File: src/rtl/core/ltl_lex_pkg.sv
// Shared types, character codes and token codes for the LTL token lexer.
// No dependencies; used by every module of the lexer.
package ltl_lex_pkg;

  localparam int NRES = 3;  // most results one character can cause

  typedef enum logic [3:0] {
    TK_NEG   = 4'd0,
    TK_IMPL  = 4'd1,
    TK_EQU   = 4'd2,
    TK_EVE   = 4'd3,
    TK_AND   = 4'd4,
    TK_OR    = 4'd5,
    TK_ALW   = 4'd6,
    TK_UNTIL = 4'd7,
    TK_REL   = 4'd8,
    TK_NEXT  = 4'd9,
    TK_LPAR  = 4'd10,
    TK_RPAR  = 4'd11,
    TK_ID    = 4'd12,
    TK_END   = 4'd13,
    TK_ERR   = 4'd14
  } tok_t;

  typedef enum logic [7:0] {
    M_IDLE   = 8'b0000_0001,
    M_DASH   = 8'b0000_0010,
    M_LT     = 8'b0000_0100,
    M_LTDASH = 8'b0000_1000,
    M_AMP    = 8'b0001_0000,
    M_BAR    = 8'b0010_0000,
    M_LBRK   = 8'b0100_0000,
    M_ID     = 8'b1000_0000
  } mode_t;

  localparam logic [7:0] CH_NUL    = 8'h00;
  localparam logic [7:0] CH_BANG   = 8'h21;
  localparam logic [7:0] CH_HASH   = 8'h23;
  localparam logic [7:0] CH_AMP    = 8'h26;
  localparam logic [7:0] CH_LPAR   = 8'h28;
  localparam logic [7:0] CH_RPAR   = 8'h29;
  localparam logic [7:0] CH_DASH   = 8'h2D;
  localparam logic [7:0] CH_LT     = 8'h3C;
  localparam logic [7:0] CH_GT     = 8'h3E;
  localparam logic [7:0] CH_U      = 8'h55;
  localparam logic [7:0] CH_V      = 8'h56;
  localparam logic [7:0] CH_X      = 8'h58;
  localparam logic [7:0] CH_LBRK   = 8'h5B;
  localparam logic [7:0] CH_RBRK   = 8'h5D;
  localparam logic [7:0] CH_LBRACE = 8'h7B;
  localparam logic [7:0] CH_BAR    = 8'h7C;
  localparam logic [7:0] CH_RBRACE = 8'h7D;

  typedef struct packed {
    tok_t       token;
    logic [7:0] id_char;
    logic       id_end;
    logic       last;
  } res_t;

  // Results of one character plus the mode it leaves behind.
  typedef struct packed {
    res_t [NRES-1:0] res;
    logic [1:0]      cnt;
    mode_t           next_mode;
  } bundle_t;

  function automatic res_t mk_res(tok_t t, logic [7:0] c, logic e);
    res_t r;
    r.token   = t;
    r.id_char = c;
    r.id_end  = e;
    r.last    = 1'b0;
    return r;
  endfunction

endpackage

File: src/rtl/core/ltl_lex_decode.sv
// Decodes one character against the current lexer mode into up to three results.
// Depends on ltl_lex_pkg.
module ltl_lex_decode (
  input  ltl_lex_pkg::mode_t   mode,
  input  logic [7:0]           ch,
  output ltl_lex_pkg::bundle_t bundle
);

  logic               idle_has;
  ltl_lex_pkg::res_t  idle_res;
  ltl_lex_pkg::mode_t idle_mode;

  // character seen from idle
  always_comb begin
    idle_has  = 1'b1;
    idle_res  = ltl_lex_pkg::mk_res(ltl_lex_pkg::TK_ERR, 8'h00, 1'b0);
    idle_mode = ltl_lex_pkg::M_IDLE;
    case (ch)
      ltl_lex_pkg::CH_BANG: idle_res = ltl_lex_pkg::mk_res(ltl_lex_pkg::TK_NEG, 8'h00, 1'b0);
      ltl_lex_pkg::CH_U:    idle_res = ltl_lex_pkg::mk_res(ltl_lex_pkg::TK_UNTIL, 8'h00, 1'b0);
      ltl_lex_pkg::CH_V:    idle_res = ltl_lex_pkg::mk_res(ltl_lex_pkg::TK_REL, 8'h00, 1'b0);
      ltl_lex_pkg::CH_X:    idle_res = ltl_lex_pkg::mk_res(ltl_lex_pkg::TK_NEXT, 8'h00, 1'b0);
      ltl_lex_pkg::CH_LPAR: idle_res = ltl_lex_pkg::mk_res(ltl_lex_pkg::TK_LPAR, 8'h00, 1'b0);
      ltl_lex_pkg::CH_RPAR: idle_res = ltl_lex_pkg::mk_res(ltl_lex_pkg::TK_RPAR, 8'h00, 1'b0);
      ltl_lex_pkg::CH_NUL,
      ltl_lex_pkg::CH_HASH: idle_res = ltl_lex_pkg::mk_res(ltl_lex_pkg::TK_END, 8'h00, 1'b0);
      ltl_lex_pkg::CH_LBRACE: begin
        idle_res  = ltl_lex_pkg::mk_res(ltl_lex_pkg::TK_ID, ch, 1'b0);
        idle_mode = ltl_lex_pkg::M_ID;
      end
      ltl_lex_pkg::CH_DASH: begin
        idle_has  = 1'b0;
        idle_mode = ltl_lex_pkg::M_DASH;
      end
      ltl_lex_pkg::CH_LT: begin
        idle_has  = 1'b0;
        idle_mode = ltl_lex_pkg::M_LT;
      end
      ltl_lex_pkg::CH_AMP: begin
        idle_has  = 1'b0;
        idle_mode = ltl_lex_pkg::M_AMP;
      end
      ltl_lex_pkg::CH_BAR: begin
        idle_has  = 1'b0;
        idle_mode = ltl_lex_pkg::M_BAR;
      end
      ltl_lex_pkg::CH_LBRK: begin
        idle_has  = 1'b0;
        idle_mode = ltl_lex_pkg::M_LBRK;
      end
      default: idle_has = 1'b1;
    endcase
  end

  always_comb begin
    logic [1:0]         k;
    logic [1:0]         errs;
    ltl_lex_pkg::res_t  ents [ltl_lex_pkg::NRES];
    ltl_lex_pkg::mode_t nm;
    ltl_lex_pkg::res_t  err_res;
    err_res = ltl_lex_pkg::mk_res(ltl_lex_pkg::TK_ERR, 8'h00, 1'b0);
    for (int i = 0; i < ltl_lex_pkg::NRES; i++) ents[i] = '0;
    k    = 2'd0;
    errs = 2'd0;
    nm   = mode;
    case (mode)
      ltl_lex_pkg::M_IDLE: begin
        if (idle_has) begin
          ents[0] = idle_res;
          k       = 2'd1;
        end
        nm = idle_mode;
      end
      ltl_lex_pkg::M_DASH: begin
        if (ch == ltl_lex_pkg::CH_GT) begin
          ents[0] = ltl_lex_pkg::mk_res(ltl_lex_pkg::TK_IMPL, 8'h00, 1'b0);
          k       = 2'd1;
          nm      = ltl_lex_pkg::M_IDLE;
        end else errs = 2'd1;
      end
      ltl_lex_pkg::M_LT: begin
        if (ch == ltl_lex_pkg::CH_GT) begin
          ents[0] = ltl_lex_pkg::mk_res(ltl_lex_pkg::TK_EVE, 8'h00, 1'b0);
          k       = 2'd1;
          nm      = ltl_lex_pkg::M_IDLE;
        end else if (ch == ltl_lex_pkg::CH_DASH) begin
          nm = ltl_lex_pkg::M_LTDASH;
        end else errs = 2'd1;
      end
      ltl_lex_pkg::M_LTDASH: begin
        if (ch == ltl_lex_pkg::CH_GT) begin
          ents[0] = ltl_lex_pkg::mk_res(ltl_lex_pkg::TK_EQU, 8'h00, 1'b0);
          k       = 2'd1;
          nm      = ltl_lex_pkg::M_IDLE;
        end else errs = 2'd2;
      end
      ltl_lex_pkg::M_AMP: begin
        if (ch == ltl_lex_pkg::CH_AMP) begin
          ents[0] = ltl_lex_pkg::mk_res(ltl_lex_pkg::TK_AND, 8'h00, 1'b0);
          k       = 2'd1;
          nm      = ltl_lex_pkg::M_IDLE;
        end else errs = 2'd1;
      end
      ltl_lex_pkg::M_BAR: begin
        if (ch == ltl_lex_pkg::CH_BAR) begin
          ents[0] = ltl_lex_pkg::mk_res(ltl_lex_pkg::TK_OR, 8'h00, 1'b0);
          k       = 2'd1;
          nm      = ltl_lex_pkg::M_IDLE;
        end else errs = 2'd1;
      end
      ltl_lex_pkg::M_LBRK: begin
        if (ch == ltl_lex_pkg::CH_RBRK) begin
          ents[0] = ltl_lex_pkg::mk_res(ltl_lex_pkg::TK_ALW, 8'h00, 1'b0);
          k       = 2'd1;
          nm      = ltl_lex_pkg::M_IDLE;
        end else errs = 2'd1;
      end
      ltl_lex_pkg::M_ID: begin
        ents[0] = ltl_lex_pkg::mk_res(ltl_lex_pkg::TK_ID, ch, ch == ltl_lex_pkg::CH_RBRACE);
        k       = 2'd1;
        nm      = (ch == ltl_lex_pkg::CH_RBRACE) ? ltl_lex_pkg::M_IDLE : ltl_lex_pkg::M_ID;
      end
      default: nm = ltl_lex_pkg::M_IDLE;
    endcase

    // broken prefix: one error per pending char, then relex from idle
    if (errs != 2'd0) begin
      ents[0] = err_res;
      if (errs == 2'd2) ents[1] = err_res;
      k = errs;
      if (idle_has) begin
        ents[k] = idle_res;
        k       = k + 2'd1;
      end
      nm = idle_mode;
    end

    for (int i = 0; i < ltl_lex_pkg::NRES; i++) begin
      ents[i].last    = (k != 2'd0) && (2'(i) == k - 2'd1);
      bundle.res[i]   = ents[i];
    end
    bundle.cnt       = k;
    bundle.next_mode = nm;
  end

endmodule

File: src/rtl/core/ltl_lex_emit.sv
// Result buffer: holds the results of one character and hands them out one beat at a time.
// Depends on ltl_lex_pkg.
module ltl_lex_emit (
  input  logic                 clk,
  input  logic                 rst_n,
  input  logic                 load,
  input  ltl_lex_pkg::bundle_t bundle,
  output logic                 free,
  output logic                 out_tvalid,
  input  logic                 out_tready,
  output ltl_lex_pkg::res_t    out_res
);

  ltl_lex_pkg::res_t [ltl_lex_pkg::NRES-1:0] buf_r;
  logic [1:0] cnt_r, cnt_nxt;
  logic [1:0] idx_r, idx_nxt;
  logic       take, done;

  assign out_tvalid = (cnt_r != 2'd0);
  assign out_res    = buf_r[idx_r];
  assign take       = out_tvalid && out_tready;
  assign done       = take && (idx_r == cnt_r - 2'd1);
  assign free       = (cnt_r == 2'd0) || done;

  always_comb begin
    cnt_nxt = cnt_r;
    idx_nxt = idx_r;
    if (load) begin
      cnt_nxt = bundle.cnt;
      idx_nxt = 2'd0;
    end else if (done) begin
      cnt_nxt = 2'd0;
      idx_nxt = 2'd0;
    end else if (take) begin
      idx_nxt = idx_r + 2'd1;
    end
  end

  always_ff @(posedge clk) begin
    if (!rst_n) begin
      cnt_r <= 2'd0;
      idx_r <= 2'd0;
    end else begin
      cnt_r <= cnt_nxt;
      idx_r <= idx_nxt;
    end
  end

  always_ff @(posedge clk) begin
    if (load) buf_r <= bundle.res;
  end

endmodule

File: src/rtl/core/ltl_token_lexer.sv
// LTL token lexer top level: input register, mode register, decode and result buffer.
// A character goes from the input register through decode into the result buffer.
// Throughput: one character per cycle while each gives at most one result and the output
// is not stalled; a character with more results holds the input until its last one is taken.
// Reset (rst_n low, synchronous): mode returns to idle, input and result stages empty.
// Depends on ltl_lex_pkg, ltl_lex_decode and ltl_lex_emit.
module ltl_token_lexer (
  input  logic        clk,
  input  logic        rst_n,
  input  logic        in_tvalid,
  output logic        in_tready,
  input  logic [7:0]  in_tdata,   // [7:0] ch
  output logic        out_tvalid,
  input  logic        out_tready,
  output logic [15:0] out_tdata,  // [3:0] token, [11:4] id_char, [15:12] zero
  output logic        out_tuser,  // [0] id_end
  output logic        out_tlast
);

  logic                 s1_valid_r;
  logic [7:0]           ch_r;
  ltl_lex_pkg::mode_t   mode_r;
  ltl_lex_pkg::bundle_t bundle;
  ltl_lex_pkg::res_t    out_res;
  logic                 emit_free;
  logic                 s1_adv;
  logic                 emit_load;

  ltl_lex_decode u_decode (
    .mode   (mode_r),
    .ch     (ch_r),
    .bundle (bundle)
  );

  assign s1_adv    = s1_valid_r && ((bundle.cnt == 2'd0) || emit_free);
  assign emit_load = s1_adv && (bundle.cnt != 2'd0);
  assign in_tready = !s1_valid_r || s1_adv;

  ltl_lex_emit u_emit (
    .clk        (clk),
    .rst_n      (rst_n),
    .load       (emit_load),
    .bundle     (bundle),
    .free       (emit_free),
    .out_tvalid (out_tvalid),
    .out_tready (out_tready),
    .out_res    (out_res)
  );

  assign out_tdata = {4'b0000, out_res.id_char, out_res.token};
  assign out_tuser = out_res.id_end;
  assign out_tlast = out_res.last;

  always_ff @(posedge clk) begin
    if (!rst_n) begin
      s1_valid_r <= 1'b0;
      mode_r     <= ltl_lex_pkg::M_IDLE;
    end else begin
      if (in_tready) s1_valid_r <= in_tvalid;
      if (s1_adv) mode_r <= bundle.next_mode;
    end
  end

  always_ff @(posedge clk) begin
    if (in_tready && in_tvalid) ch_r <= in_tdata;
  end

  // mode only moves when a character leaves the input stage
  a_mode_hold: assert property (@(posedge clk) disable iff (!rst_n)
    !s1_adv |=> $stable(mode_r))
    else $error("lexer mode changed without a character");

  // a character beat always lands in the input stage
  a_in_lands: assert property (@(posedge clk) disable iff (!rst_n)
    in_tvalid && in_tready |=> s1_valid_r)
    else $error("accepted character lost");

  // results of one character come out without a gap
  a_no_gap: assert property (@(posedge clk) disable iff (!rst_n)
    out_tvalid && out_tready && !out_tlast |=> out_tvalid)
    else $error("result run broken before its last beat");

endmodule

File: config.mk
export PLATFORM = sky130hd
export DESIGN_NAME = ltl_token_lexer
export DESIGN_NICKNAME = d
export VERILOG_FILES = /design/src/rtl/core/ltl_lex_pkg.sv /design/src/rtl/core/ltl_lex_decode.sv /design/src/rtl/core/ltl_lex_emit.sv /design/src/rtl/core/ltl_token_lexer.sv
export SDC_FILE = /design/constraint.sdc
export NUM_CORES = 1
export LEC_CHECK = 0
export ABC_AREA = 1
export BUFFER_PORTS_ARGS = -buffer_cell sky130_fd_sc_hd__buf_2
export CAP_MARGIN = 10
export CORE_MARGIN = 4
export CORE_UTILIZATION = 64
export DETAILED_ROUTE_END_ITERATION = 16
export PLACE_DENSITY = 0.95
export SLEW_MARGIN = 0
export SYNTH_ARGS = -nofsm -noshare
export SYNTH_HDL_FRONTEND = slang
export SYNTH_SLANG_ARGS = --single-unit
export TNS_END_PERCENT = 30
File: constraint.sdc
create_clock -name clk -period 7.1 [get_ports clk]
set_clock_uncertainty 0.2 [all_clocks]
set_input_delay 0.355 -clock clk [delete_from_list [all_inputs] [get_ports clk]]
set_output_delay 0.355 -clock clk [all_outputs]
set_load 0.005 [all_outputs]
# Yosys cells after proc, flatten, opt, wreduce, memory -nomap -nowiden
# Index checks and enable logic that the tools add are counted.
[op_classes]
add_sub_neg = 4
n_lt_le_gt_ge = 3
eq_ne = 33
n_mux = 46
bitwise = 3
reduce_logical = 28
[op_table]
columns = ["op", "n"]
rows = [
  ["$pmux 14 s8", 2],
  ["$mux 42", 2],
  ["$eq 8x6->1 const B", 9],
  ["$eq 8x7->1 const B", 9],
  ["$mux 14", 5],
  ["$mux 8", 8],
  ["$pmux 8 s7", 1],
  ["$pmux 8 s6", 1],
  ["$bwmux 42", 1],
  ["$mux 13", 3],
  ["$bmux 14 s2", 1],
  ["$demux 14 s2", 1],
  ["$mux 12", 2],
  ["$pmux 2 s6", 2],
  ["$mux 2", 6],
  ["$ne 3x1->1 const B", 4],
  ["$mux 11", 1],
  ["$mux 1", 10],
  ["$logic_and 1x1->1", 9],
  ["$eq 8x1->1 const B", 1],
  ["$eq 8x2->1 const B", 1],
  ["$eq 8x3->1 const B", 1],
  ["$eq 8x4->1 const B", 1],
  ["$eq 8x5->1 const B", 1],
  ["other kinds (23)", 35],
]
[word_totals]
register_bits = 63
wordCells = 134

# Depth between registers and ports, before layout
# Gate-level depths: netlist (run 1).
[depth]
depth_word = 12
depth_mapped = 19
mapped_depth_nobuf = 18

# By module
# A second synthesis (run 1) with hierarchy kept.
[unflattened]
cells_unflattened = 506
hier_area_um2 = 4132.7
[by_module_without_submodules]
columns = ["mod", "instances", "cells_per_inst", "area_each_um2", "seq_area_each_um2"]
rows = [
  ["ltl_lex_emit", 1, 144, 1954.4, 1341.3],
  ["ltl_lex_decode", 1, 286, 1466.4, 0.0],
  ["ltl_token_lexer", 1, 76, 711.9, 420.4],
]

# Least setup slack after synthesis (run 1)
# OpenSTA, ideal clock, no wires.
[synth_timing]
path_type = "flip-flop to flip-flop"
start = "reg ch_r[1]"
end = "reg u_emit.buf_r[0] (netlist bit) (enable)"
setup_ns = 0.394
arrival_ns = 2.657
required_ns = 6.506
setup_slack_ns = 3.848
path_stages_with_launch = 15
path_buffers = 0
synth_period_minus_slack_ns = 3.252
cell_sequence = "edfxtp_1 inv_2 nand2_2 nor2_2 nand2_1 nand2_1 nand2_1 nor2_1 nand2_2 ha_1 nand2_2 nand3_2 nand3_2 nand3_1 inv_1"
[synth_via]
elab_chain_cells = 11
elab_cells_between_ends = 31
cone_classes = "add/sub (1); eq/ne (7); mux (16); reduce/logical (7)"
[synth_lines]
columns = ["item", "line", "rtl"]
rows = [
  ["start, declared", "ltl_token_lexer.sv:21", "logic [7:0] ch_r;"],
  ["start signal, assigned", "ltl_token_lexer.sv:65", "if (in_tready && in_tvalid) ch_r <= in_tdata;"],
  ["$eq 8x6->1", "ltl_lex_decode.sv:18, ltl_lex_decode.sv:86", ""],
  ["$mux 1", "ltl_lex_decode.sv:86", "end else if (ch == ltl_lex_pkg::CH_DASH) begin"],
  ["$mux 2", "ltl_lex_decode.sv:82", "if (ch == ltl_lex_pkg::CH_GT) begin"],
  ["$pmux 2 s6", "ltl_lex_decode.sv:66", "case (mode)"],
  ["$add 2x1->2", "ltl_lex_decode.sv:133", "k = k + 2'd1;"],
  ["$mux 2", "ltl_lex_decode.sv:131", "if (idle_has) begin"],
  ["$mux 2 (*)", "ltl_lex_decode.sv:127", "if (errs != 2'd0) begin"],
  ["$logic_not 2->1", "ltl_token_lexer.sv:35", "assign s1_adv = s1_valid_r && ((bundle.cnt == 2'd0) || emit_free);"],
  ["$logic_or 1x1->1", "ltl_token_lexer.sv:35", ""],
  ["$logic_and 1x1->1", "ltl_token_lexer.sv:35", ""],
  ["$logic_and 1x1->1 (*)", "ltl_token_lexer.sv:36", "assign emit_load = s1_adv && (bundle.cnt != 2'd0);"],
  ["named net emit_load", "ltl_token_lexer.sv:27", "logic emit_load;"],
  ["end signal, assigned", "ltl_lex_emit.sv:50", "if (load) buf_r <= bundle.res;"],
  ["end, declared", "ltl_lex_emit.sv:14", "ltl_lex_pkg::res_t [ltl_lex_pkg::NRES-1:0] buf_r;"],
]
# Mark *: on every way through the listed nets, which the timed path passes. The rest lies on a longest branch.
# A chain may end at the register's enable or synchronous reset.

# Worst setup path after layout (run 1)
[layout_timing]
start = "reg ch_r[1]"
end = "out in_tready"
[layout_via]
elab_chain_cells = 11
elab_cells_between_ends = 30
cone_classes = "add/sub (1); eq/ne (7); mux (16); reduce/logical (6)"
[layout_lines]
columns = ["item", "line", "rtl"]
rows = [
  ["$eq 8x6->1", "ltl_lex_decode.sv:18, ltl_lex_decode.sv:86", ""],
  ["$mux 1", "ltl_lex_decode.sv:86", ""],
  ["$mux 2", "ltl_lex_decode.sv:82", ""],
  ["$pmux 2 s6", "ltl_lex_decode.sv:66", ""],
  ["$add 2x1->2", "ltl_lex_decode.sv:133", ""],
  ["$mux 2", "ltl_lex_decode.sv:131", ""],
  ["$mux 2 (*)", "ltl_lex_decode.sv:127", ""],
  ["$logic_not 2->1 (*)", "ltl_token_lexer.sv:35", ""],
  ["$logic_or 1x1->1 (*)", "ltl_token_lexer.sv:35", ""],
  ["$logic_and 1x1->1 (*)", "ltl_token_lexer.sv:35", ""],
  ["$logic_or 1x1->1 (*)", "ltl_token_lexer.sv:37", "assign in_tready = !s1_valid_r || s1_adv;"],
  ["end, declared", "ltl_token_lexer.sv:11", "output logic in_tready,"],
]
# Every way passes the cells marked *; elsewhere a longest branch is shown, timed or not.

==> results of run 1 <==
## worst paths after layout
| path | startpoint | to | cells past startpoint |
|---|---|---|---|
| max | ch_r[1] | in_tready | 15 |
| min | rst_n | mode_r[0] | 2 |
| max reg2reg | ch_r[3] | u_emit.buf_r[33] | 15 |
| min reg2reg | u_emit.cnt_r[1] | u_emit.cnt_r[1] | 2 |
## sequential cells by signal, summed over array words and instances (netlist names)
name and cells:
u_emit.buf_r 40, mode_r 8, u_emit.cnt_r 2, s1_valid_r 1
u_emit.idx_r 2, ch_r 8
## cell usage in the layout, fill, tap and decap left out, types with 4 or more instances in the layout
cell                            count
sky130_fd_sc_hd__a21oi_1           10
sky130_fd_sc_hd__o31ai_1           13
sky130_fd_sc_hd__buf_2             27
sky130_fd_sc_hd__nor2_1            93
sky130_fd_sc_hd__o21ai_0            7
sky130_fd_sc_hd__clkbuf_8           9
sky130_fd_sc_hd__inv_1             46
sky130_fd_sc_hd__ha_1               4
sky130_fd_sc_hd__nor2_2             9
sky130_fd_sc_hd__edfxtp_1          48
sky130_fd_sc_hd__nand4_1           12
sky130_fd_sc_hd__dlygate4sd3_1      8
sky130_fd_sc_hd__inv_2              6
sky130_fd_sc_hd__nand3_1           38
sky130_fd_sc_hd__nand2_2            9
sky130_fd_sc_hd__nor3_1             9
sky130_fd_sc_hd__conb_1             8
sky130_fd_sc_hd__dfxtp_1           13
sky130_fd_sc_hd__nand2_1           74
sky130_fd_sc_hd__nand3_2            4
## where the power goes
| part | internal (mW) | switching, mW | leakage [nW] |
|---|---|---|---|
| combinational | 0.0472 | 0.0897 | 1.02 |
| sequential | 0.420 | 0.0175 | 0.505 |
| clock | 0.125 | 0.133 | 0.0759 |
| total | 0.592 | 0.240 | 1.60 |
## per-stage QoR
| stage | utilization, % | total power, mW | cells | area, um2 | hold WS (ns) |
|---|---|---|---|---|---|
| detailed placement | 71.1 | 0.576 | 524 | 3700 | 0.260 |
| global placement | 71.1 | 0.570 | 524 | 3700 | 0.256 |
| global route | 75.9 | 0.879 | 548 | 3950 | 0.0933 |
| finish | 75.9 | 0.832 | 548 | 3950 | 0.0913 |
| CTS | 75.9 | 0.836 | 548 | 3950 | 0.0727 |
| floorplan | - | 0.539 | 442 | 3550 | 0.240 |
## logic make-up (layout without fill, tap and decap cells)
kind of cell / Yosys count / count (layout) / share of synthesized area, %
fa+ha+maj: 4 / 4 / 1.42
xor+xnor: 3 / 3 / 0.746
compound gates: 39 / 39 / 7.28
simple gates: 258 / 258 / 34.3
buf+inv: 69 / 105 / 7.85
flops: 61 / 61 / 48.3
other cells: 1 / 8 / 0.106
## layout make-up
| type | count | area [um2] |
|---|---|---|
| clock inverters | 6 | 40.0 |
| repair buffers | 36 | 223 |
| multi-input cells | 312 | 1570 |
| inverters | 53 | 199 |
| well taps | 70 | 87.6 |
| fillers | 388 | 1260 |
| flip-flops and latches | 61 | 1700 |
| clock buffers | 10 | 128 |
## what timing repair did
action                    4_1_cts  5_1_grt
buffers inserted                0        0
hold endpoints to repair        8        0
hold buffers                    8        0
## routing by layer
metal	GRT usage, %	up-vias	wire [um]
met2	41.2	121	3570
met1	31.9	1399	3100
met4	10.5	0	182
met3	6.40	16	544
li1	-	1511	-
met5	0	-	0
==> run summary, run 1 <==
SYNTH
---------------------------------------------------------------------------------------
Average footprint of a synthesized cell                                        8.10 um2
Yosys top cell by area                                                     sky130_fd_sc_hd__edfxtp_1
Number of standard cells after synthesis                                            435
Leading cell types by total area after synthesis                           sky130_fd_sc_hd__edfxtp_1 41%, sky130_fd_sc_hd__nor2_1 9.9%, sky130_fd_sc_hd__nand2_1 7.9%, sky130_fd_sc_hd__dfxtp_1 7.4%, sky130_fd_sc_hd__nand3_1 5.4%
Synth unique cells                                                                   36
EDFF count, synth                                                                    48
Fraction of synthesis flops using an asynchronous set or reset pin                   0%
Register bit total from synthesis                                                    61
Sequential share of the synthesized area                                          48.3%
Warnings, synthesis                                                                   0
Primary FF master, synth                                                   sky130_fd_sc_hd__edfxtp_1
Leading cell types by count after synthesis                                93 x sky130_fd_sc_hd__nor2_1, 74 x sky130_fd_sc_hd__nand2_1, 48 x sky130_fd_sc_hd__edfxtp_1
Cell with the most instances after synthesis                               sky130_fd_sc_hd__nor2_1
Post-Syn Area                                                                  3520 um2
Share of the synthesized area in the top cell type                                40.9%

WORST SETUP PATH
---------------------------------------------------------------------------------------
Critical path endpoint category                                            primary output
WP data arrival                                                                 3.11 ns
Worst stage delay on the critical path                                          0.50 ns
Library cell contributing the largest single delay on the critical path    sky130_fd_sc_hd__edfxtp_1
Required time of the critical path                                              6.55 ns
Most used cell, CP                                                         sky130_fd_sc_hd__nand2_1
Buf/Inv on CP                                                                         4
Setup CP Type                                                                   reg2out
Crit-path cells                                                            inv_2 > nand2_2 > nor2_2 > nand2_1 > nand2_1 > nand2_1 > nor2_1 > nand2_2 > inv_1 > ha_1 > inv_1 > nand3_2 > nand3_2 > nand3_1 > buf_2
Critical path fanouts, max                                                           13
Top Family by Delay on Critical Path                                       simple AND/OR/NAND/NOR gates
Register-to-register setup slack                                                3.53 ns
CP Launch Type                                                                     flop

LAYOUT
---------------------------------------------------------------------------------------
Final antenna diode count                                                             0
Final layout net count                                                              489
Layout cells sized above 1                                                        16.5%
Area added between synthesis and finish                                           12.1%

ROUTING
---------------------------------------------------------------------------------------
Routed vias/inst                                                                   5.56
Drt pass-1 iters                                                                      5
DRC Markers                                                                           0
Total via count in the routed design                                              3,047
Post-DR wirelength/cell                                                         13.5 um
Number of violations reported at the end of detailed-routing iteration 0            291
Final Routed Wirelength                                                         7.40 mm
Post-detailed-route count of antenna-violating nets                                   0

CLOCK TREE
---------------------------------------------------------------------------------------
TritonCTS clock tree                                                              built
Sink count of the clock tree                                                         61
Post-cts sizing count                                                                 0
Root buf cell                                                              sky130_fd_sc_hd__clkbuf_8
# H-tree levels                                                                       3
Buffers from clock root to sink, at most                                              2
Skew-Pair Late Insertion Delay                                                  0.34 ns
Number of CTS-inserted buffers                                                        9
Clock-pin transition on the worst setup and hold timing paths                   0.06 ns

PLACEMENT
---------------------------------------------------------------------------------------
HPWL reported at the end of detailed placement                                  5.38 mm
Final GP Congestion                                                               0.994
Worst slack after detailed placement                                            3.56 ns
Port Buf Inserts                                                                     27

TIMING
---------------------------------------------------------------------------------------
Total count of hold-check failures in the final report                                0
Number of max-slew violations in the final report                                     0
Slew Limit Headroom                                                               32.7%
Period utilization                                                                51.7%
Slew at the pin closest to its max-slew limit                                   1.01 ns
Min cycle time layout                                                           3.67 ns
Unrepaired setup endpoints after global routing                                      no
Setup violations, final                                                               0
Total negative slack for setup checks                                              0 ns
Final setup slack of the worst path                                             3.43 ns
Maximum frequency from static timing analysis                                   273 MHz

DIE
---------------------------------------------------------------------------------------
Top Ports                                                                            32
Die Width                                                                       82.2 um
Number of core rows                                                                  26
Total Die Area                                                                 6750 um2
Height of the die                                                               82.2 um
Starting density of the core                                                      67.7%
Core Region                                                                    5200 um2

GLOBAL ROUTE
---------------------------------------------------------------------------------------
First-pass GRT wire length                                                      12.8 mm
Antenna violations before repair                                                      0
Maximum number of pins on one net before global-route repair                         41
Overflow after GRT                                                                    0
GRT Total Usage                                                                   25.2%
Via count of the first global-routing pass                                        2,807

POWER AND IR DROP
---------------------------------------------------------------------------------------
Peak supply drop                                                               0.165 mV
Standby leakage power                                                           1.60 nW
Total power per unit cell area                                               211 nW/um2

RUN STATUS
---------------------------------------------------------------------------------------
Run status                                                                    completed

JOB
---------------------------------------------------------------------------------------
Number of violations of the max-capacitance limit                                     0

WORST HOLD PATH
---------------------------------------------------------------------------------------
Worst Hold Class                                                                 in2reg

Note: power is estimated with default switching activity, not from simulation.
==> run 2, diff against run 1 <==
--- a/config.mk
+++ b/config.mk
@@ -9,9 +9,9 @@
 export BUFFER_PORTS_ARGS = -buffer_cell sky130_fd_sc_hd__buf_2
 export CAP_MARGIN = 10
 export CORE_MARGIN = 4
-export CORE_UTILIZATION = 64
+export CORE_UTILIZATION = 60
 export DETAILED_ROUTE_END_ITERATION = 16
-export PLACE_DENSITY = 0.95
+export PLACE_DENSITY = 0.9
 export SLEW_MARGIN = 0
 export SYNTH_ARGS = -nofsm -noshare
 export SYNTH_HDL_FRONTEND = slang
==> constraint.sdc (replaced) <==
create_clock -name clk -period 3.82 [get_ports clk]
set_clock_uncertainty 0.2 [all_clocks]
set_input_delay 0.191 -clock clk [delete_from_list [all_inputs] [get_ports clk]]
set_output_delay 0.191 -clock clk [all_outputs]
set_load 0.005 [all_outputs]
==> run 2 against run 1 <==
Critical endpoint unchanged. Via count shrank 0.23%. Flip-flop and latch count did not move. Largest cell class unchanged. Highest routed layer unchanged. Clock power rose to 2.5 times the previous value. Routed wire length rose by 8.9%.
==> run summary, run 2 (same netlist as run 1, synthesis figures left out) <==
LAYOUT
---------------------------------------------------------------------------------------
Final antenna diode count                                                             0   unchanged
Most used cells in the layout excluding fill and tap cells                 93 x sky130_fd_sc_hd__nor2_1, 74 x sky130_fd_sc_hd__nand2_1, 48 x sky130_fd_sc_hd__edfxtp_1   unchanged
Largest register by flop count                                             u_emit.buf_r   unchanged
Leading cell type in the layout, fill and taps excluded                    sky130_fd_sc_hd__nor2_1   unchanged
Final Non-Filler Cells                                                              553   was 548
Layout cells sized above 1                                                        17.3%   was 16.5%
Final layout net count                                                              492   was 489
Number of flip-flops under the largest register name                                 40   unchanged
Final design area excluding fillers                                            4050 um2   was 3950 um2
Area added between synthesis and finish                                           15.0%   was 12.1%
Biggest regs                                                               u_emit.buf_r: 40 flops, ch_r: 8 flops, mode_r: 8 flops   unchanged

CLOCK TREE
---------------------------------------------------------------------------------------
# H-tree levels                                                                       3   unchanged
Root buf cell                                                              sky130_fd_sc_hd__clkbuf_8   unchanged
Clock-pin transition on the worst setup and hold timing paths                   0.08 ns   was 0.06 ns
Skew-Pair Late Insertion Delay                                                  0.34 ns   about the same
Buffers from clock root to sink, at most                                              2   unchanged
Sink count of the clock tree                                                         61   unchanged
Number of CTS-inserted buffers                                                        9   unchanged
TritonCTS clock tree                                                              built   unchanged
Number of buffers inserted to repair setup after CTS                                  0   unchanged

DIE
---------------------------------------------------------------------------------------
Starting density of the core                                                      62.8%   was 67.7%
Number of core rows                                                                  27   was 26
Top Ports                                                                            32   unchanged
Die Width                                                                       84.6 um   was 82.2 um
Height of the die                                                               84.6 um   was 82.2 um
Core Region                                                                    5610 um2   was 5200 um2
Total Die Area                                                                 7160 um2   was 6750 um2

POWER AND IR DROP
---------------------------------------------------------------------------------------
Total power per unit cell area                                               425 nW/um2   was 211 nW/um2
Standby leakage power                                                           1.65 nW   was 1.60 nW
Peak supply drop                                                               0.217 mV   was 0.165 mV

PLACEMENT
---------------------------------------------------------------------------------------
Port Buf Inserts                                                                     27   unchanged
Worst slack after detailed placement                                           0.320 ns   was 3.56 ns
Placed insts                                                                        527   was 524
Instance area at placement                                                     3720 um2   was 3700 um2
Final GP Congestion                                                               0.934   was 0.994
HPWL reported at the end of detailed placement                                  5.69 mm   was 5.38 mm

GLOBAL ROUTE
---------------------------------------------------------------------------------------
Overflow after GRT                                                                    0   unchanged
GRT Total Usage                                                                   24.1%   was 25.2%
GR Layer Usage met3                                                               5.30%   was 6.40%
Met1 track utilization from global routing                                        29.1%   was 31.9%
Antenna violations before repair                                                      0   unchanged
Via count of the first global-routing pass                                        2,953   was 2,807
Met2 track utilization from global routing                                        41.3%   was 41.2%
Busiest metal layer after global routing                                           met2   unchanged
Maximum number of pins on one net before global-route repair                         41   unchanged
First-pass GRT wire length                                                      13.6 mm   was 12.8 mm

ROUTING
---------------------------------------------------------------------------------------
Number of violations reported at the end of detailed-routing iteration 0            193   was 291
Drt pass-1 iters                                                                      5   unchanged
Routed vias/inst                                                                   5.50   was 5.56
DRC Markers                                                                           0   unchanged
Post-DR wirelength/cell                                                         14.6 um   was 13.5 um
Total via count in the routed design                                              3,040   was 3,047
Post-detailed-route count of antenna-violating nets                                   0   unchanged
Final Routed Wirelength                                                         8.06 mm   was 7.40 mm

TIMING
---------------------------------------------------------------------------------------
Period utilization                                                                89.4%
Maximum frequency from static timing analysis                                   293 MHz
Final setup slack of the worst path                                            0.405 ns   was 3.43 ns
Setup violations, final                                                               0   unchanged
Total count of hold-check failures in the final report                                0   unchanged
Number of max-slew violations in the final report                                     0   unchanged
Min cycle time layout                                                           3.41 ns
Slew Limit Headroom                                                               48.0%   was 32.7%
Slew at the pin closest to its max-slew limit                                  0.770 ns   was 1.01 ns
Total negative slack for setup checks                                              0 ns   unchanged
Unrepaired setup endpoints after global routing                                      no   unchanged

WORST SETUP PATH
---------------------------------------------------------------------------------------
Critical Path Start                                                             ch_r[4]   was ch_r[1]
CP Launch Type                                                                     flop   unchanged
Critical R2R Capture                                                            ch_r[3]   was u_emit.buf_r[33]
Worst stage delay on the critical path                                          0.48 ns   was 0.50 ns
RR Startpoint                                                                   ch_r[4]   was ch_r[3]
Critical path endpoint category                                            primary output   unchanged
Setup CP Type                                                                   reg2out   unchanged
Length in cells of the worst reg-to-reg path                                         16   was 15
Register-to-register setup slack                                                0.44 ns   was 3.53 ns
WP data arrival                                                                 3.02 ns   was 3.11 ns
Critical path fanouts, max                                                           13   unchanged
Required time of the critical path                                              3.43 ns   was 6.55 ns
Crit-path cells                                                            inv_1 > nand2_1 > nor2_1 > nand2_1 > nand2_1 > inv_1 > nor2_1 > nand2_2 > inv_1 > ha_2 > inv_1 > nand3_2 > nand3_2 > nand3_1 > buf_2   was inv_2 > nand2_2 > nor2_2 > nand2_1 > nand2_1 > nand2_1 > nor2_1 > nand2_2 > inv_1 > ha_1 > inv_1 > nand3_2 > nand3_2 > nand3_1 > buf_2
Library cell contributing the largest single delay on the critical path    sky130_fd_sc_hd__edfxtp_1   unchanged
Most used cell, CP                                                         sky130_fd_sc_hd__inv_1   was sky130_fd_sc_hd__nand2_1

WORST HOLD PATH
---------------------------------------------------------------------------------------
Hold path startpoint                                                         out_tready   was rst_n
Worst Hold Class                                                                 in2reg   unchanged
Hold EP                                                                    u_emit.idx_r[0]   was mode_r[0]
Number of cells traversed by the worst hold path                                      5   was 2

RUN STATUS
---------------------------------------------------------------------------------------
Run status                                                                    completed   unchanged

JOB
---------------------------------------------------------------------------------------
Number of violations of the max-capacitance limit                                     0   unchanged

==> run 2: changes by cell type in the layout (fill, tap and decap cells not counted), sizes merged <==
| cell | before | now |
|---|---|---|
| inv | 52 | 53 |
| clkbuf | 10 | 9 |
| buf | 28 | 29 |
| dlygate4sd3 | 8 | 10 |
| clkinvlp | 3 | 1 |
| bufinv | 0 | 2 |
==> run 2: final cells by class <==
| class | count | area (um2) |
|---|---|---|
| fillers | 411 | 1560 |
| clock inverters | 7 | 98.8 |
| clock buffers | 9 | 124 |
| well taps | 72 | 90.1 |
| repair buffers | 39 | 263 |
| multi-input cells | 312 | 1570 |
| flip-flops and latches | 61 | 1700 |
| inverters | 53 | 199 |
==> run 2: worst max-delay path by stage <==
stage | endpoint | slack, ns | depth (start not counted)
2_1_floorplan | u_emit.buf_r[0] | 0.57 | 14
3_3_place_gp | ch_r[1] | 0.41 | 16
3_5_place_dp | ch_r[3] | 0.32 | 16
4_1_cts | in_tready | 0.24 | 15
5_1_grt | in_tready | 0.14 | 15
6_report | in_tready | 0.41 | 15
==> run 2: worst max-delay path, delay by kind of cell (launching register included) <==
family        cells  cell delay (ns)
simple gates      9             1.18
flops             1             0.48
buf+inv           5             0.69
fa+ha+maj         1             0.33
==> run 2: repair_timing <==
item	in CTS	in global routing
endpoints found under the hold margin	13	0
gates resized for setup	0	1
endpoints found under the setup margin	0	9
hold buffers	10	0
==> run 2: metrics by stage <==
step	hold slack [ns]	util, %	power [mW]
after CTS	0.00763	72.2	1.73
after detailed placement	0.169	66.4	1.07
after floorplan	0.0761	-	1.00
after global routing	0.0469	72.2	1.80
final	0.0133	72.2	1.72
after global placement	0.168	66.4	1.06
==> run 2: power by group <==
group / switching (mW) / internal, mW / leakage, nW
logic: 0.168 / 0.0926 / 1.04
registers: 0.0333 / 0.779 / 0.505
clock network: 0.277 / 0.370 / 0.110
total: 0.478 / 1.24 / 1.65
==> run 2: layer usage <==
layer  vias up  routed length, um
met4         0                207
met3        21                532
li1       1508                  -
met2       127               3960
met5         -                  0
met1      1384               3360
==> run 3, diff against run 2 <==
==> constraint.sdc (replaced) <==
create_clock -name clk -period 3.42 [get_ports clk]
set_clock_uncertainty 0.2 [all_clocks]
set_input_delay 0.171 -clock clk [delete_from_list [all_inputs] [get_ports clk]]
set_output_delay 0.171 -clock clk [all_outputs]
set_load 0.005 [all_outputs]
==> run 3 against run 2 <==
Core utilization rose by 0.76 points. Via count rose by 3.2%. Power rose by 15%. Global-route usage rose by 0.14 points. Worst hold slack improved by 0.0087 ns. Count of clock-buffer cells in the layout did not move. Final cell count rose by 0.72%. Highest routed layer unchanged. Combinational power rose by 15%. Flip-flop and latch count did not move. Worst setup slack got worse by 0.091 ns. Non-clock buffer count rose by 4.
==> run summary, run 3 (same netlist as run 1, synthesis figures left out) <==
RUN STATUS
---------------------------------------------------------------------------------------
Run status                                                                    completed   unchanged

POWER AND IR DROP
---------------------------------------------------------------------------------------
Sw Pwr                                                                           521 uW   was 478 uW
Clock network power share                                                         39.1%   was 37.6%
Total power per unit cell area                                               484 nW/um2   was 425 nW/um2
Peak supply drop                                                               0.343 mV   was 0.217 mV
Fraction of power consumed by combinational cells                                 15.2%   about the same
Standby leakage power                                                           1.68 nW   was 1.65 nW
Sw Share                                                                          26.3%   was 27.8%
Share of total power in sequential cells                                          45.7%   was 47.2%
Cell internal power dissipation                                                 1.46 mW   was 1.24 mW

LAYOUT
---------------------------------------------------------------------------------------
Most used cells in the layout excluding fill and tap cells                 93 x sky130_fd_sc_hd__nor2_1, 74 x sky130_fd_sc_hd__nand2_1, 48 x sky130_fd_sc_hd__edfxtp_1   unchanged
Final antenna diode count                                                             0   unchanged
Area added between synthesis and finish                                           16.2%   was 15.0%
Leading cell type in the layout, fill and taps excluded                    sky130_fd_sc_hd__nor2_1   unchanged
Biggest regs                                                               u_emit.buf_r: 40 flops, ch_r: 8 flops, mode_r: 8 flops   unchanged
Final layout net count                                                              496   was 492
Final Non-Filler Cells                                                              557   was 553
Number of flip-flops under the largest register name                                 40   unchanged
Layout cells sized above 1                                                        17.3%   about the same
Largest register by flop count                                             u_emit.buf_r   unchanged

CLOCK TREE
---------------------------------------------------------------------------------------
Buffers from clock root to sink, at most                                              2   unchanged
TritonCTS clock tree                                                              built   unchanged
Clock-pin transition on the worst setup and hold timing paths                   0.07 ns   was 0.08 ns
Skew-Pair Late Insertion Delay                                                  0.34 ns   about the same
Sink count of the clock tree                                                         61   unchanged
Root buf cell                                                              sky130_fd_sc_hd__clkbuf_8   unchanged
Number of CTS-inserted buffers                                                        9   unchanged
Number of buffers inserted to repair setup after CTS                                  0   unchanged
# H-tree levels                                                                       3   unchanged

ROUTING
---------------------------------------------------------------------------------------
Post-DR wirelength/cell                                                         14.7 um   was 14.6 um
Total via count in the routed design                                              3,138   was 3,040
Number of violations reported at the end of detailed-routing iteration 0            284   was 193
DRC Markers                                                                           0   unchanged
Routed vias/inst                                                                   5.63   was 5.50
Post-detailed-route count of antenna-violating nets                                   0   unchanged
Drt pass-1 iters                                                                      5   unchanged
Final Routed Wirelength                                                         8.22 mm   was 8.06 mm

JOB
---------------------------------------------------------------------------------------
Number of violations of the max-capacitance limit                                     0   unchanged

WORST SETUP PATH
---------------------------------------------------------------------------------------
Register-to-register setup slack                                                0.31 ns   was 0.44 ns
WP data arrival                                                                 2.93 ns   was 3.02 ns
Worst stage delay on the critical path                                          0.49 ns   was 0.48 ns
CP Launch Type                                                                     flop   unchanged
Critical path endpoint category                                                    flop   was primary output
Required time of the critical path                                              3.25 ns   was 3.43 ns
Library cell contributing the largest single delay on the critical path    sky130_fd_sc_hd__edfxtp_1   unchanged
Setup CP Type                                                                   reg2reg   was reg2out
Crit-path cells                                                            inv_1 > nand2_1 > nor2_1 > nand2_1 > nand2_1 > inv_1 > nor2_1 > nand2_2 > inv_1 > ha_1 > buf_4 > nand2_1 > nand3_2 > nand3_1 > inv_1 > buf_12   was inv_1 > nand2_1 > nor2_1 > nand2_1 > nand2_1 > inv_1 > nor2_1 > nand2_2 > inv_1 > ha_2 > inv_1 > nand3_2 > nand3_2 > nand3_1 > buf_2
Critical path fanouts, max                                                           40   was 13

TIMING
---------------------------------------------------------------------------------------
Slew Limit Headroom                                                               44.7%   was 48.0%
Period utilization                                                                90.8%
Min cycle time layout                                                           3.11 ns
Number of max-slew violations in the final report                                     0   unchanged
Total count of hold-check failures in the final report                                0   unchanged
Slew at the pin closest to its max-slew limit                                  0.819 ns   was 0.770 ns
Setup violations, final                                                               0   unchanged
Maximum frequency from static timing analysis                                   322 MHz
Total negative slack for setup checks                                              0 ns   unchanged
Unrepaired setup endpoints after global routing                                      no   unchanged

DIE
---------------------------------------------------------------------------------------
Total Die Area                                                                 7160 um2   unchanged
Starting density of the core                                                      62.8%   unchanged
Number of core rows                                                                  27   unchanged
Die Width                                                                       84.6 um   unchanged
Height of the die                                                               84.6 um   unchanged
Top Ports                                                                            32   unchanged
Core Region                                                                    5610 um2   unchanged

GLOBAL ROUTE
---------------------------------------------------------------------------------------
Antenna violations before repair                                                      0   unchanged
Maximum number of pins on one net before global-route repair                         41   unchanged
Overflow after GRT                                                                    0   unchanged
First-pass GRT wire length                                                      13.9 mm   was 13.6 mm
Via count of the first global-routing pass                                        3,011   was 2,953
GRT Total Usage                                                                   24.2%   was 24.1%

PLACEMENT
---------------------------------------------------------------------------------------
Port Buf Inserts                                                                     27   unchanged
HPWL reported at the end of detailed placement                                  5.78 mm   was 5.69 mm
Final GP Congestion                                                               0.915   was 0.934
Placed insts                                                                        531   was 527

WORST HOLD PATH
---------------------------------------------------------------------------------------
Worst Hold Class                                                                 in2reg   unchanged

[run 3: metal layers]
layer / vias up / share of wire (%) / track usage, %
li1: 1520 / - / -
met1: 1416 / 41 / 30.1
met2: 171 / 49 / 40.1
met3: 31 / 6.9 / 6.38
met4: 0 / 3.1 / 9.78
met5: - / 0 / 0
[run 3: through the flow]
| stage | power [mW] | hold WS [ns] | instance area (um2) | setup WS, ns | util [%] |
|---|---|---|---|---|---|
| global placement | 1.19 | 0.148 | 3750 | 0.458 | 66.9 |
| detailed placement | 1.21 | 0.150 | 3750 | 0.387 | 66.9 |
| CTS | 1.98 | 0.0129 | 4090 | 0.362 | 73.0 |
| finish | 1.98 | 0.0220 | 4090 | 0.314 | 73.0 |
| floorplan | 1.12 | 0.0561 | 3550 | 0.168 | - |
| global route | 2.06 | 0.0581 | 4090 | 0.0656 | 73.0 |
[run 3: cell type report]
cell class,count,area [um2]
flip-flops and latches,61,1700
multi-input cells,312,1570
fillers,420,1520
repair buffers,43,293
inverters,53,199
clock buffers,9,124
clock inverters,7,114
well taps,72,90.1
[run 3: critical path, delay by kind of cell, from the launching register on]
family        cells  cell delay [ns]
simple gates      9             1.08
buf+inv           6             0.84
flops             1             0.49
fa+ha+maj         1             0.16
[run 3: worst paths after layout]
path | to | depth (start not counted) | startpoint
hold / removal | u_emit.idx_r[0] | 5 | out_tready
setup reg to reg | u_emit.buf_r[20] | 16 | ch_r[4]
hold reg to reg | u_emit.cnt_r[1] | 2 | u_emit.cnt_r[1]
setup / recovery | u_emit.buf_r[20] | 16 | ch_r[4]
[run 3: what timing repair did]
item / 4_1_cts / 5_1_grt
gates resized for setup: 0 / 0
endpoints found under the hold margin: 13 / 0
hold buffers: 10 / 0
[run 3: power groups by stage]
stage / clock network (mW) / logic, mW / registers, mW
after floorplan: 0 / 0.210 / 0.908
after global placement: 0 / 0.276 / 0.916
after detailed placement: 0 / 0.288 / 0.919
after CTS: 0.778 / 0.297 / 0.904
after global routing: 0.815 / 0.336 / 0.911
final: 0.773 / 0.301 / 0.905
